$ cat config.mk
export PLATFORM = sky130hd
export DESIGN_NAME = beat_color_fade
export DESIGN_NICKNAME = d
export VERILOG_FILES = /design/src/hw/rtl/bcf_pkg.sv /design/src/hw/rtl/beat_color_fade.sv
export SDC_FILE = /design/constraint.sdc
export NUM_CORES = 1
export LEC_CHECK = 0
export ABC_CLOCK_PERIOD_IN_PS = 3600
export BUFFER_PORTS_ARGS = -buffer_cell sky130_fd_sc_hd__buf_2
export CORE_MARGIN = 1.5
export CORE_UTILIZATION = 45
export CTS_CLUSTER_DIAMETER = 40
export DETAILED_ROUTE_END_ITERATION = 12
export PLACE_DENSITY = 0.75
export SLEW_MARGIN = 30
export SYNTH_ARGS = -nofsm -noshare
export SYNTH_HDL_FRONTEND = slang
export SYNTH_SLANG_ARGS = --single-unit
$ cat constraint.sdc
create_clock -name clk_i -period 3.6 [get_ports clk_i]
set_input_delay 0.18 -clock clk_i [delete_from_list [all_inputs] [get_ports clk_i]]
set_output_delay 0.18 -clock clk_i [all_outputs]
set_load 0.005 [all_outputs]
$ cat src/hw/rtl/bcf_pkg.sv
`default_nettype none
// -----------------------------------------------------------------------------
// bcf_pkg
// Types, register indexes and helper functions for the beat color fade block.
// -----------------------------------------------------------------------------
package bcf_pkg;

  localparam int unsigned ChanW   = 8;
  localparam int unsigned FaderW  = 7;
  localparam int unsigned CfgIdxW = 3;
  localparam int unsigned NFader  = 3;
  localparam int unsigned DataW   = 3 * ChanW;
  localparam int unsigned UserW   = 2;

  // tuser bit positions
  localparam int unsigned UserMode = 0;
  localparam int unsigned UserBeat = 1;

  // fader slots
  localparam int unsigned FSecond = 0;
  localparam int unsigned FMax    = 1;
  localparam int unsigned FThird  = 2;

  localparam logic [31:0] SeedWord = 32'h2545_F491;

  typedef logic signed [FaderW-1:0] fader_t;
  typedef logic [ChanW-1:0]         chan_t;

  typedef enum logic [CfgIdxW-1:0] {
    CFG_TARGET_SECOND = 3'd0,
    CFG_TARGET_MAX    = 3'd1,
    CFG_TARGET_THIRD  = 3'd2,
    CFG_BEAT_SECOND   = 3'd3,
    CFG_BEAT_MAX      = 3'd4,
    CFG_BEAT_THIRD    = 3'd5,
    CFG_ON_BEAT_EN    = 3'd6,
    CFG_ON_BEAT_RAND  = 3'd7
  } cfg_idx_e;

  // One xorshift32 step, shifts 13, 17, 5.
  function automatic logic [31:0] xorshift32(input logic [31:0] x);
    logic [31:0] a;
    logic [31:0] b;
    a = x ^ (x << 13);
    b = a ^ (a >> 17);
    return b ^ (b << 5);
  endfunction

  // Move one unit toward the target, stay when equal.
  function automatic fader_t glide(input fader_t cur, input fader_t tgt);
    if (cur < tgt) begin
      return cur + fader_t'(1);
    end else if (cur > tgt) begin
      return cur - fader_t'(1);
    end
    return cur;
  endfunction

  // Add a signed offset to a channel and clamp to 0..255.
  function automatic chan_t add_clamp(input chan_t chan, input fader_t off);
    logic signed [ChanW+1:0] s;
    s = $signed({2'b00, chan}) + (ChanW+2)'(off);
    if (s < 0) begin
      return '0;
    end else if (s > $signed((ChanW+2)'(255))) begin
      return '1;
    end
    return s[ChanW-1:0];
  endfunction

endpackage : bcf_pkg
`default_nettype wire

$ cat src/hw/rtl/beat_color_fade.sv
`default_nettype none
// -----------------------------------------------------------------------------
// beat_color_fade
// Dominant-channel color offset with beat-driven faders, 3-stage pipeline.
// -----------------------------------------------------------------------------
// Path: a pixel beat passes three register stages, the output register last.
// A stall on m_axis holds the output register; a stage takes new data when
//   empty or when the next one advances. Throughput: one beat per cycle
//   without a stall, pixels and frame ticks alike; the fader update for a
//   tick is done in the cycle the tick is accepted.
// Reset: faders cleared, configuration registers cleared, random word set to
//   its seed, pipeline emptied.
// -----------------------------------------------------------------------------
module beat_color_fade
  import bcf_pkg::*;
(
  input  wire logic               clk_i,
  input  wire logic               rst_ni,

  input  wire logic               s_axis_tvalid,
  output logic                    s_axis_tready,
  input  wire logic [DataW-1:0]   s_axis_tdata,   // in_red, in_green, in_blue
  input  wire logic [UserW-1:0]   s_axis_tuser,   // mode, beat

  output logic                    m_axis_tvalid,
  input  wire logic               m_axis_tready,
  output logic [DataW-1:0]        m_axis_tdata,   // out_red, out_green, out_blue

  input  wire logic               cfg_valid_i,
  output logic                    cfg_ready_o,
  input  wire logic [CfgIdxW-1:0] cfg_index_i,
  input  wire logic [FaderW-1:0]  cfg_data_i
);

  // ---------------------------------------------------------------------------
  // Config regs, always ready. User must write only while idle; not enforced.
  // ---------------------------------------------------------------------------
  fader_t [NFader-1:0] target_q;
  fader_t [NFader-1:0] beat_val_q;
  logic                on_beat_en_q;
  logic                on_beat_rand_q;
  logic                cfg_fire;

  assign cfg_ready_o = 1'b1;
  assign cfg_fire    = cfg_valid_i & cfg_ready_o;

  always_ff @(posedge clk_i or negedge rst_ni) begin
    if (!rst_ni) begin
      target_q       <= '0;
      beat_val_q     <= '0;
      on_beat_en_q   <= 1'b0;
      on_beat_rand_q <= 1'b0;
    end else if (cfg_fire) begin
      unique case (cfg_idx_e'(cfg_index_i))
        CFG_TARGET_SECOND: target_q[FSecond]   <= cfg_data_i;
        CFG_TARGET_MAX:    target_q[FMax]      <= cfg_data_i;
        CFG_TARGET_THIRD:  target_q[FThird]    <= cfg_data_i;
        CFG_BEAT_SECOND:   beat_val_q[FSecond] <= cfg_data_i;
        CFG_BEAT_MAX:      beat_val_q[FMax]    <= cfg_data_i;
        CFG_BEAT_THIRD:    beat_val_q[FThird]  <= cfg_data_i;
        CFG_ON_BEAT_EN:    on_beat_en_q        <= cfg_data_i[0];
        CFG_ON_BEAT_RAND:  on_beat_rand_q      <= cfg_data_i[0];
        default:           on_beat_en_q        <= on_beat_en_q;
      endcase
    end
  end

  // ---------------------------------------------------------------------------
  // Pipeline handshake: each stage advances when empty or when the next one
  // advances. The output register is the last stage.
  // ---------------------------------------------------------------------------
  logic s1_valid_q, s2_valid_q, out_valid_q;
  logic adv_out, adv_s2, adv_s1;
  logic in_fire, tick_fire, pix_fire;
  logic in_mode, in_beat;

  assign adv_out = ~out_valid_q | m_axis_tready;
  assign adv_s2  = ~s2_valid_q | adv_out;
  assign adv_s1  = ~s1_valid_q | adv_s2;

  assign s_axis_tready = adv_s1;
  assign in_fire       = s_axis_tvalid & s_axis_tready;
  assign in_mode       = s_axis_tuser[UserMode];
  assign in_beat       = s_axis_tuser[UserBeat];
  assign tick_fire     = in_fire & in_mode;
  assign pix_fire      = in_fire & ~in_mode;

  // ---------------------------------------------------------------------------
  // Fader update on a frame tick. Pixels accepted later see the new values;
  // a pixel snapshots the faders when it enters stage 1.
  // ---------------------------------------------------------------------------
  fader_t [NFader-1:0] fader_q, fader_d;
  logic [31:0]         rand_q, rand_d;
  logic [31:0]         draw1, draw2, draw3;
  fader_t              rnd_max;
  logic [5:0]          max_bits;

  always_comb begin
    draw1    = xorshift32(rand_q);
    draw2    = xorshift32(draw1);
    draw3    = xorshift32(draw2);
    max_bits = draw2[5:0];

    // mod 64 minus 32, then push the small magnitudes out to full swing
    rnd_max = fader_t'({1'b0, max_bits}) - fader_t'(32);
    if (max_bits > 6'd16 && max_bits < 6'd32) begin
      rnd_max = fader_t'(-32);
    end else if (max_bits >= 6'd32 && max_bits < 6'd48) begin
      rnd_max = fader_t'(32);
    end

    fader_d = fader_q;
    rand_d  = rand_q;
    if (tick_fire) begin
      for (int i = 0; i < NFader; i++) begin
        fader_d[i] = glide(fader_q[i], target_q[i]);
      end
      if (!on_beat_en_q) begin
        fader_d = target_q;
      end else if (in_beat && on_beat_rand_q) begin
        fader_d[FSecond] = fader_t'({2'b00, draw1[4:0]}) - fader_t'(6);
        fader_d[FMax]    = rnd_max;
        fader_d[FThird]  = fader_t'({2'b00, draw3[4:0]}) - fader_t'(6);
        rand_d           = draw3;
      end else if (in_beat) begin
        fader_d = beat_val_q;
      end
    end
  end

  always_ff @(posedge clk_i or negedge rst_ni) begin
    if (!rst_ni) begin
      fader_q <= '0;
      rand_q  <= SeedWord;
    end else begin
      fader_q <= fader_d;
      rand_q  <= rand_d;
    end
  end

  // ---------------------------------------------------------------------------
  // Stage 1: register the pixel and a snapshot of the faders.
  // ---------------------------------------------------------------------------
  chan_t               s1_r_q, s1_g_q, s1_b_q;
  fader_t [NFader-1:0] s1_fader_q;

  always_ff @(posedge clk_i or negedge rst_ni) begin
    if (!rst_ni) begin
      s1_valid_q <= 1'b0;
    end else if (adv_s1) begin
      s1_valid_q <= pix_fire;
    end
  end

  always_ff @(posedge clk_i) begin
    if (adv_s1 && pix_fire) begin
      s1_r_q     <= s_axis_tdata[ChanW-1:0];
      s1_g_q     <= s_axis_tdata[2*ChanW-1:ChanW];
      s1_b_q     <= s_axis_tdata[3*ChanW-1:2*ChanW];
      s1_fader_q <= fader_q;
    end
  end

  // ---------------------------------------------------------------------------
  // Stage 2: find the dominant channel and pick the offset row.
  // Ties fall back to the third fader on all channels.
  // ---------------------------------------------------------------------------
  fader_t s2_off_r_d, s2_off_g_d, s2_off_b_d;
  fader_t s2_off_r_q, s2_off_g_q, s2_off_b_q;
  chan_t  s2_r_q, s2_g_q, s2_b_q;

  always_comb begin
    if (s1_g_q > s1_b_q && s1_g_q > s1_r_q) begin
      s2_off_r_d = s1_fader_q[FThird];
      s2_off_g_d = s1_fader_q[FMax];
      s2_off_b_d = s1_fader_q[FSecond];
    end else if (s1_r_q > s1_b_q && s1_r_q > s1_g_q) begin
      s2_off_r_d = s1_fader_q[FMax];
      s2_off_g_d = s1_fader_q[FSecond];
      s2_off_b_d = s1_fader_q[FThird];
    end else if (s1_b_q > s1_g_q && s1_b_q > s1_r_q) begin
      s2_off_r_d = s1_fader_q[FSecond];
      s2_off_g_d = s1_fader_q[FThird];
      s2_off_b_d = s1_fader_q[FMax];
    end else begin
      s2_off_r_d = s1_fader_q[FThird];
      s2_off_g_d = s1_fader_q[FThird];
      s2_off_b_d = s1_fader_q[FThird];
    end
  end

  always_ff @(posedge clk_i or negedge rst_ni) begin
    if (!rst_ni) begin
      s2_valid_q <= 1'b0;
    end else if (adv_s2) begin
      s2_valid_q <= s1_valid_q;
    end
  end

  always_ff @(posedge clk_i) begin
    if (adv_s2 && s1_valid_q) begin
      s2_r_q     <= s1_r_q;
      s2_g_q     <= s1_g_q;
      s2_b_q     <= s1_b_q;
      s2_off_r_q <= s2_off_r_d;
      s2_off_g_q <= s2_off_g_d;
      s2_off_b_q <= s2_off_b_d;
    end
  end

  // ---------------------------------------------------------------------------
  // Stage 3: add offsets, clamp, and hold in the output register.
  // ---------------------------------------------------------------------------
  logic [DataW-1:0] out_data_q;

  always_ff @(posedge clk_i or negedge rst_ni) begin
    if (!rst_ni) begin
      out_valid_q <= 1'b0;
    end else if (adv_out) begin
      out_valid_q <= s2_valid_q;
    end
  end

  always_ff @(posedge clk_i) begin
    if (adv_out && s2_valid_q) begin
      out_data_q <= {add_clamp(s2_b_q, s2_off_b_q),
                     add_clamp(s2_g_q, s2_off_g_q),
                     add_clamp(s2_r_q, s2_off_r_q)};
    end
  end

  assign m_axis_tvalid = out_valid_q;
  assign m_axis_tdata  = out_data_q;

  // ---------------------------------------------------------------------------
  // Assertions
  // ---------------------------------------------------------------------------
  // the random word never collapses to the xorshift fixed point
  assert property (@(posedge clk_i) disable iff (!rst_ni) rand_q != '0)
    else $error("random word reached zero");

  // a tick with beat reaction off lands every fader on its target
  assert property (@(posedge clk_i) disable iff (!rst_ni)
    tick_fire && !on_beat_en_q |=> fader_q == $past(target_q))
    else $error("fader missed target with beat reaction off");

  // an accepted pixel enters stage 1, a tick never does
  assert property (@(posedge clk_i) disable iff (!rst_ni)
    in_fire |=> s1_valid_q == !$past(in_mode))
    else $error("stage 1 valid does not follow accepted item kind");

  // random word only moves on a random beat tick
  assert property (@(posedge clk_i) disable iff (!rst_ni)
    !(tick_fire && on_beat_en_q && on_beat_rand_q && in_beat) |=> $stable(rand_q))
    else $error("random word advanced without a random beat");

endmodule : beat_color_fade
`default_nettype wire
==> results.ini, run 1 <==
[run_status]
status=finished clean

[floorplanning]
rows=61
core_um2=28010
start_util_pct=46.21
die-area_um2=29790
die_h_um=172.6
pin_count=68
die_x_um=172.6

[synthesis]
synth_top_area_share_pct=26.45
seq_area_frac_synth_pct=45.92
synth.area.top_cells=edfxtp_1 (26%), dfrtp_1 (17%), xnor2_1 (9.0%)
async_flop_share_pct=46.73
synth_edf_count=114
synth.distinct_cells=73
synth_area_per_cell_um2=10.76
synth_seq_cells=214
yosysMostFrequentCell=xnor2_1
synthesis.nets=1324
netlist_area_um2=12940
netlist_top_cells_count=xnor2_1 (133), edfxtp_1 (114), o21ai_0 (97)
syn_inst=1203
yosysWarnings=0
synth_ff_type=edfxtp_1
synth_top_area_cell=edfxtp_1

[setup_path]
cpPeakStageDelay_ps=410
worst-path-max-fanout=6
critPathLaunchType=flop
cp.arrival_ps=3740
cp_cell_sequence=inv_1 -> ha_1 -> a21o_1 -> a2111oi_2 -> a21o_1 -> and2_1 -> xnor2_1 -> ha_1 -> or4_1 -> a21oi_1 -> a2111oi_0 -> a211o_1 -> a2bb2oi_1 -> o21ai_1
slowest_stage=a2111oi_2
end_kind=flop
worstSetupPathType=flop to flop
crit_required_ps=4030

[routing]
drc=0
met2_length_um=14910
drt_iter0_drc=647
via_count=9452
ant_nets=0
wl_per_cell_um=17.63
top_layer=met4
firstDrtPassIters=6
drt_wl_total_um=30560
met3_length_um=1566
vias_per_cell=5.451
wl_met1_um=13130

[global_routing]
overflow=0
grt_pass1_wl_um=49250
grt_pass1_vias=9508
grt_util_all_layers_pct=20.50
grt_start_max_net_pins=66
antenna_found_initial=0

[clock_tree]
cts_tree=built
cts_root_buf=clkbuf_16
clk_path_buf_depth=3
clk_latency_ps=560
cts.htree.levels=1
cts.sinks=214
clk_pin_slew_ps=60
cts_buffers=31
cts_setup_buffers=0

[timing]
fin_crit_sh_pct=91.88
max_freq_mhz=302.3
setup_viol_count_final=0
finalHoldViolCount=0
finClkSkew_ps=15.14
relSlewSlack_pct=42.00
period_needed_ps=3308
tns_ps=0
grt_setup_unrepaired=false
maxSlewViolCount=0
worstMarginPinSlew_ps=866.7

[power]
power_density_nw_per_um2=539.2
irDropWorstVdd_mv=0.3623
p_leak_nw=6.379

[final_layout]
n_fill_cell=2391
diodes=0
layout-drive-gt1-share_pct=16.96
nets=1453
finalInstanceArea_um2=15280
syn_to_final_growth_pct=18.10

[place]
dp_hpwl_um=22400
port_buffers=66
place.gp.congestion=0.9130
post_dp_cell_area_um2=13850

[hold_path]
holdCritPathClass=input port to flop

[job]
drv_cap=0

==> worst paths after layout <==
kind,start,cells after the start,slack [ps],end
max in group asynchronous,rst_ni,3,2600,rand_q[14]
min,cfg_index_i[0],4,50,on_beat_en_q
min in group asynchronous,rst_ni,2,190,target_q[18]
min reg2reg,s1_b_q[0],0,460,s2_b_q[0]
max,target_q[18],14,290,fader_q[18]
max reg2reg,target_q[18],14,290,fader_q[18]
==> power by group <==
part | internal [mW] | switching [mW] | leakage, nW
clock network | 1.81 | 1.19 | 0.511
logic | 0.897 | 1.12 | 3.57
registers | 2.96 | 0.273 | 2.29
==> through the flow <==
step           hold WS, ps  std cells  total power [mW]  utilization, %  worst slack, ps
2_1_floorplan       -115.6       1203             4.577               -            217.3
6_report             47.71       1734             8.241           54.57            292.2
3_5_place_dp         356.9       1640             5.212           49.44            166.5
3_3_place_gp         359.6       1640             5.137           49.43            283.5
5_1_grt              90.67       1734             8.636           54.57            60.32
4_1_cts              10.33       1734             8.263           54.49            135.6
==> flip-flops by register name, indices dropped and copies added, names as in the netlist, 21 cells and up <==
register      flops
rand_q           32
m_axis_tdata     24
beat_val_q       21
fader_q          21
s1_fader_q       21
target_q         21
==> routing by layer <==
layer  global-route usage, %  up-vias
met2                   35.53      280
met4                   6.360        0
met5                       0        -
li1                        -     4532
met1                   26.34     4577
met3                   3.166       63
==> cell type report <==
type	count	area, um2	area share (%)
tap	378	473.0	3.094
clock inverter	20	182.7	1.195
timing repair buffer	137	962.2	6.295
sequential	214	5943	38.88
clock buffer	37	860.8	5.632
multi-input combinational	877	6596	43.16
inverter	71	266.5	1.744
==> kinds of logic after synthesis <==
family                   count (synthesis)  share of synthesized area (%)
AO/OA/AOI/OAI                          269                          12.99
flip-flops                             214                          45.92
XOR/XNOR                               208                          15.48
other                                    1                        0.02897
buffers and inverters                  112                          3.374
adder cells (fa/ha/maj)                 80                          7.908
AND/OR/NAND/NOR                        259                          9.348
multiplexers                            60                          4.950
==> worst max-delay path: cells and delay by family, from the launching register on <==
family,cells,cell delay [ps]
buffers and inverters,1,80
XOR/XNOR,1,80
AO/OA/AOI/OAI,8,1570
adder cells (fa/ha/maj),2,490
AND/OR/NAND/NOR,2,600
flip-flops,1,360
==> what timing repair did <==
| item | CTS | global route |
|---|---|---|
| hold buffers | 37 | 0 |
| resized for setup | 0 | 2 |
| hold endpoints to repair | 109 | 0 |
| setup endpoints to repair | 0 | 1 |
==> cell usage in the layout (no fill, tap or decap), types with 7 or more instances in the layout <==
cell type | Yosys | routed
xnor2_1 | 133 | 133
edfxtp_1 | 114 | 114
o21ai_0 | 97 | 97
nand2_1 | 96 | 96
dfrtp_1 | 86 | 86
ha_1 | 77 | 77
inv_1 | 71 | 71
nor2_1 | 70 | 69
buf_2 | 6 | 65
a21oi_1 | 58 | 58
xor2_1 | 57 | 57
dlygate4sd3_1 | 0 | 37
buf_4 | 2 | 34
clkbuf_16 | 0 | 33
mux2_2 | 32 | 32
mux2i_1 | 28 | 28
a21o_1 | 23 | 23
nand3_1 | 19 | 19
dfstp_2 | 14 | 14
o22ai_1 | 12 | 12
a211oi_1 | 10 | 10
nor2b_1 | 9 | 9
nand4_1 | 9 | 9
xnor2_2 | 9 | 9
o21a_1 | 7 | 7
or3_1 | 7 | 7
nand2b_1 | 7 | 7
or4_1 | 7 | 7
(Power assumes the default switching activity.)
==> inputs of run 2 (changes only) <==
Settings changed: CORE_UTILIZATION 45 to 40, CTS_CLUSTER_SIZE from default to 28, PLACE_DENSITY 0.75 to 0.69.
==> results.ini, run 2 (synthesis results as in run 1) <==
[timing]
relSlewSlack_pct=37.09
max_freq_mhz=298.0
fin_crit_sh_pct=93.22
period_needed_ps=3356
worstMarginPinSlew_ps=939.5
grt_setup_unrepaired=false
maxSlewViolCount=0
setup_viol_count_final=0
finClkSkew_ps=18.87
finalHoldViolCount=0
tns_ps=0

[final_layout]
seq_area_um2=5943
syn_to_final_growth_pct=18.28
top_register=rand_q
n_fill_cell=2899
layout-drive-gt1-share_pct=17.32
multiInputGateArea_um2=6595
layout_common_cells=xnor2_1 (133), edfxtp_1 (114), o21ai_0 (97), nand2_1 (96), dfrtp_1 (86)
largest_register_ffs=32
diodes=0
layout_commonest_cell=xnor2_1
nets=1447
final_cells=1753

[global_routing]
antenna_found_initial=0
grt_util_all_layers_pct=18.62
grt_pass1_wl_um=48930
grt_start_max_net_pins=56
overflow=0
grt_pass1_vias=9290

[setup_path]
reg2regPathDepth=13
worstSetupPathType=flop to flop
reg2reg_from=fader_q[18]
worst-path-max-fanout=6
rrSetupSlack_ps=240
crit_end=fader_q[18]
cp.arrival_ps=3730
crit_path_start=fader_q[18]
end_kind=flop
crit_required_ps=3970
rr_endpoint=fader_q[18]
critPathLaunchType=flop

[clock_tree]
cts.htree.levels=2
cts.sinks=214
cts_buffers=34
clk_latency_ps=520
cts_root_buf=clkbuf_16
clk_pin_slew_ps=50
cts_setup_buffers=0
cts_tree=built
clk_path_buf_depth=3

[hold_path]
holdCritPathClass=input port to flop

[run_status]
status=finished clean

[place]
port_buffers=66
place.gp.congestion=0.9223
dp.cells=1661
dp_hpwl_um=22440

[routing]
ant_nets=0
top_layer=met4
met2_length_um=14660
via_count=9210
drt_wl_total_um=30440
wl_per_cell_um=17.36
drc=0
drt_iter0_drc=521
met3_length_um=1426
wl_met1_um=13460
vias_per_cell=5.254
firstDrtPassIters=5

[power]
totalPowerFinal_mw=8.305
irDropWorstVdd_mv=0.4273
power_density_nw_per_um2=542.5
p_leak_nw=6.379

[floorplanning]
die_x_um=182.9
die-area_um2=33440
die_h_um=182.9
start_util_pct=40.80
rows=65
core_um2=31720
pin_count=68

[job]
drv_cap=0

==> run 2: layer usage <==
layer | track usage (%) | vias up
met5 | 0 | -
met4 | 6.918 | 0
met3 | 3.118 | 60
met2 | 31.88 | 222
met1 | 23.68 | 4395
li1 | - | 4533
==> run 2: power by group <==
part / internal (mW) / switching [mW]
Combinational: 0.872 / 1.02
Clock: 1.91 / 1.21
Sequential: 2.96 / 0.331
Total: 5.74 / 2.56
==> run 2: area by class of cell <==
type | instances | share of cell area [%]
flip-flops and latches | 214 | 38.82
clock inverters | 21 | 0.9971
well taps | 402 | 3.286
inverters | 71 | 1.741
repair buffers | 128 | 5.885
multi-input cells | 877 | 43.08
clock buffers | 40 | 6.187
==> run 2: stage by stage <==
| stage | instance area, um2 | hold slack [ps] | setup slack [ps] | utilization, % |
|---|---|---|---|---|
| detailed placement | 13890 | 275.0 | 114.4 | 43.78 |
| global placement | 13850 | 270.9 | 233.3 | 43.66 |
| finish | 15310 | 22.51 | 244.0 | 48.26 |
| floorplan | 12940 | -115.6 | 217.3 | - |
| global route | 15310 | 39.53 | 65.67 | 48.26 |
| CTS | 15290 | 5.735 | 99.52 | 48.20 |
==> run 2: worst min-delay path by stage <==
stage	from	endpoint	slack [ps]	cells after the start
2_1_floorplan	rst_ni	beat_val_q[0]	-120	0
3_3_place_gp	rst_ni	rand_q[9]	270	1
3_5_place_dp	rst_ni	rand_q[9]	280	1
4_1_cts	cfg_data_i[3]	target_q[10]	6	3
5_1_grt	cfg_data_i[3]	target_q[10]	40	3
6_report	cfg_data_i[3]	target_q[10]	20	3
==> run 2: critical path, cell delays in order, from the launching register on <==
cell and delay [ps]:
dfrtp_1 430, ha_1 300, a21o_1 200, a2111oi_2 420, a21o_1 200, and2_1 180
xnor2_1 70, ha_1 250, or4_1 400, a21oi_1 170, a2111oi_0 90, a211o_1 280
a2bb2oi_1 140, o21ai_1 80
==> run 2: repair_timing <==
action	4_1_cts	5_1_grt
endpoints found under the hold margin	79	0
resized for setup	0	2
endpoints found under the setup margin	0	1
hold buffers	30	0
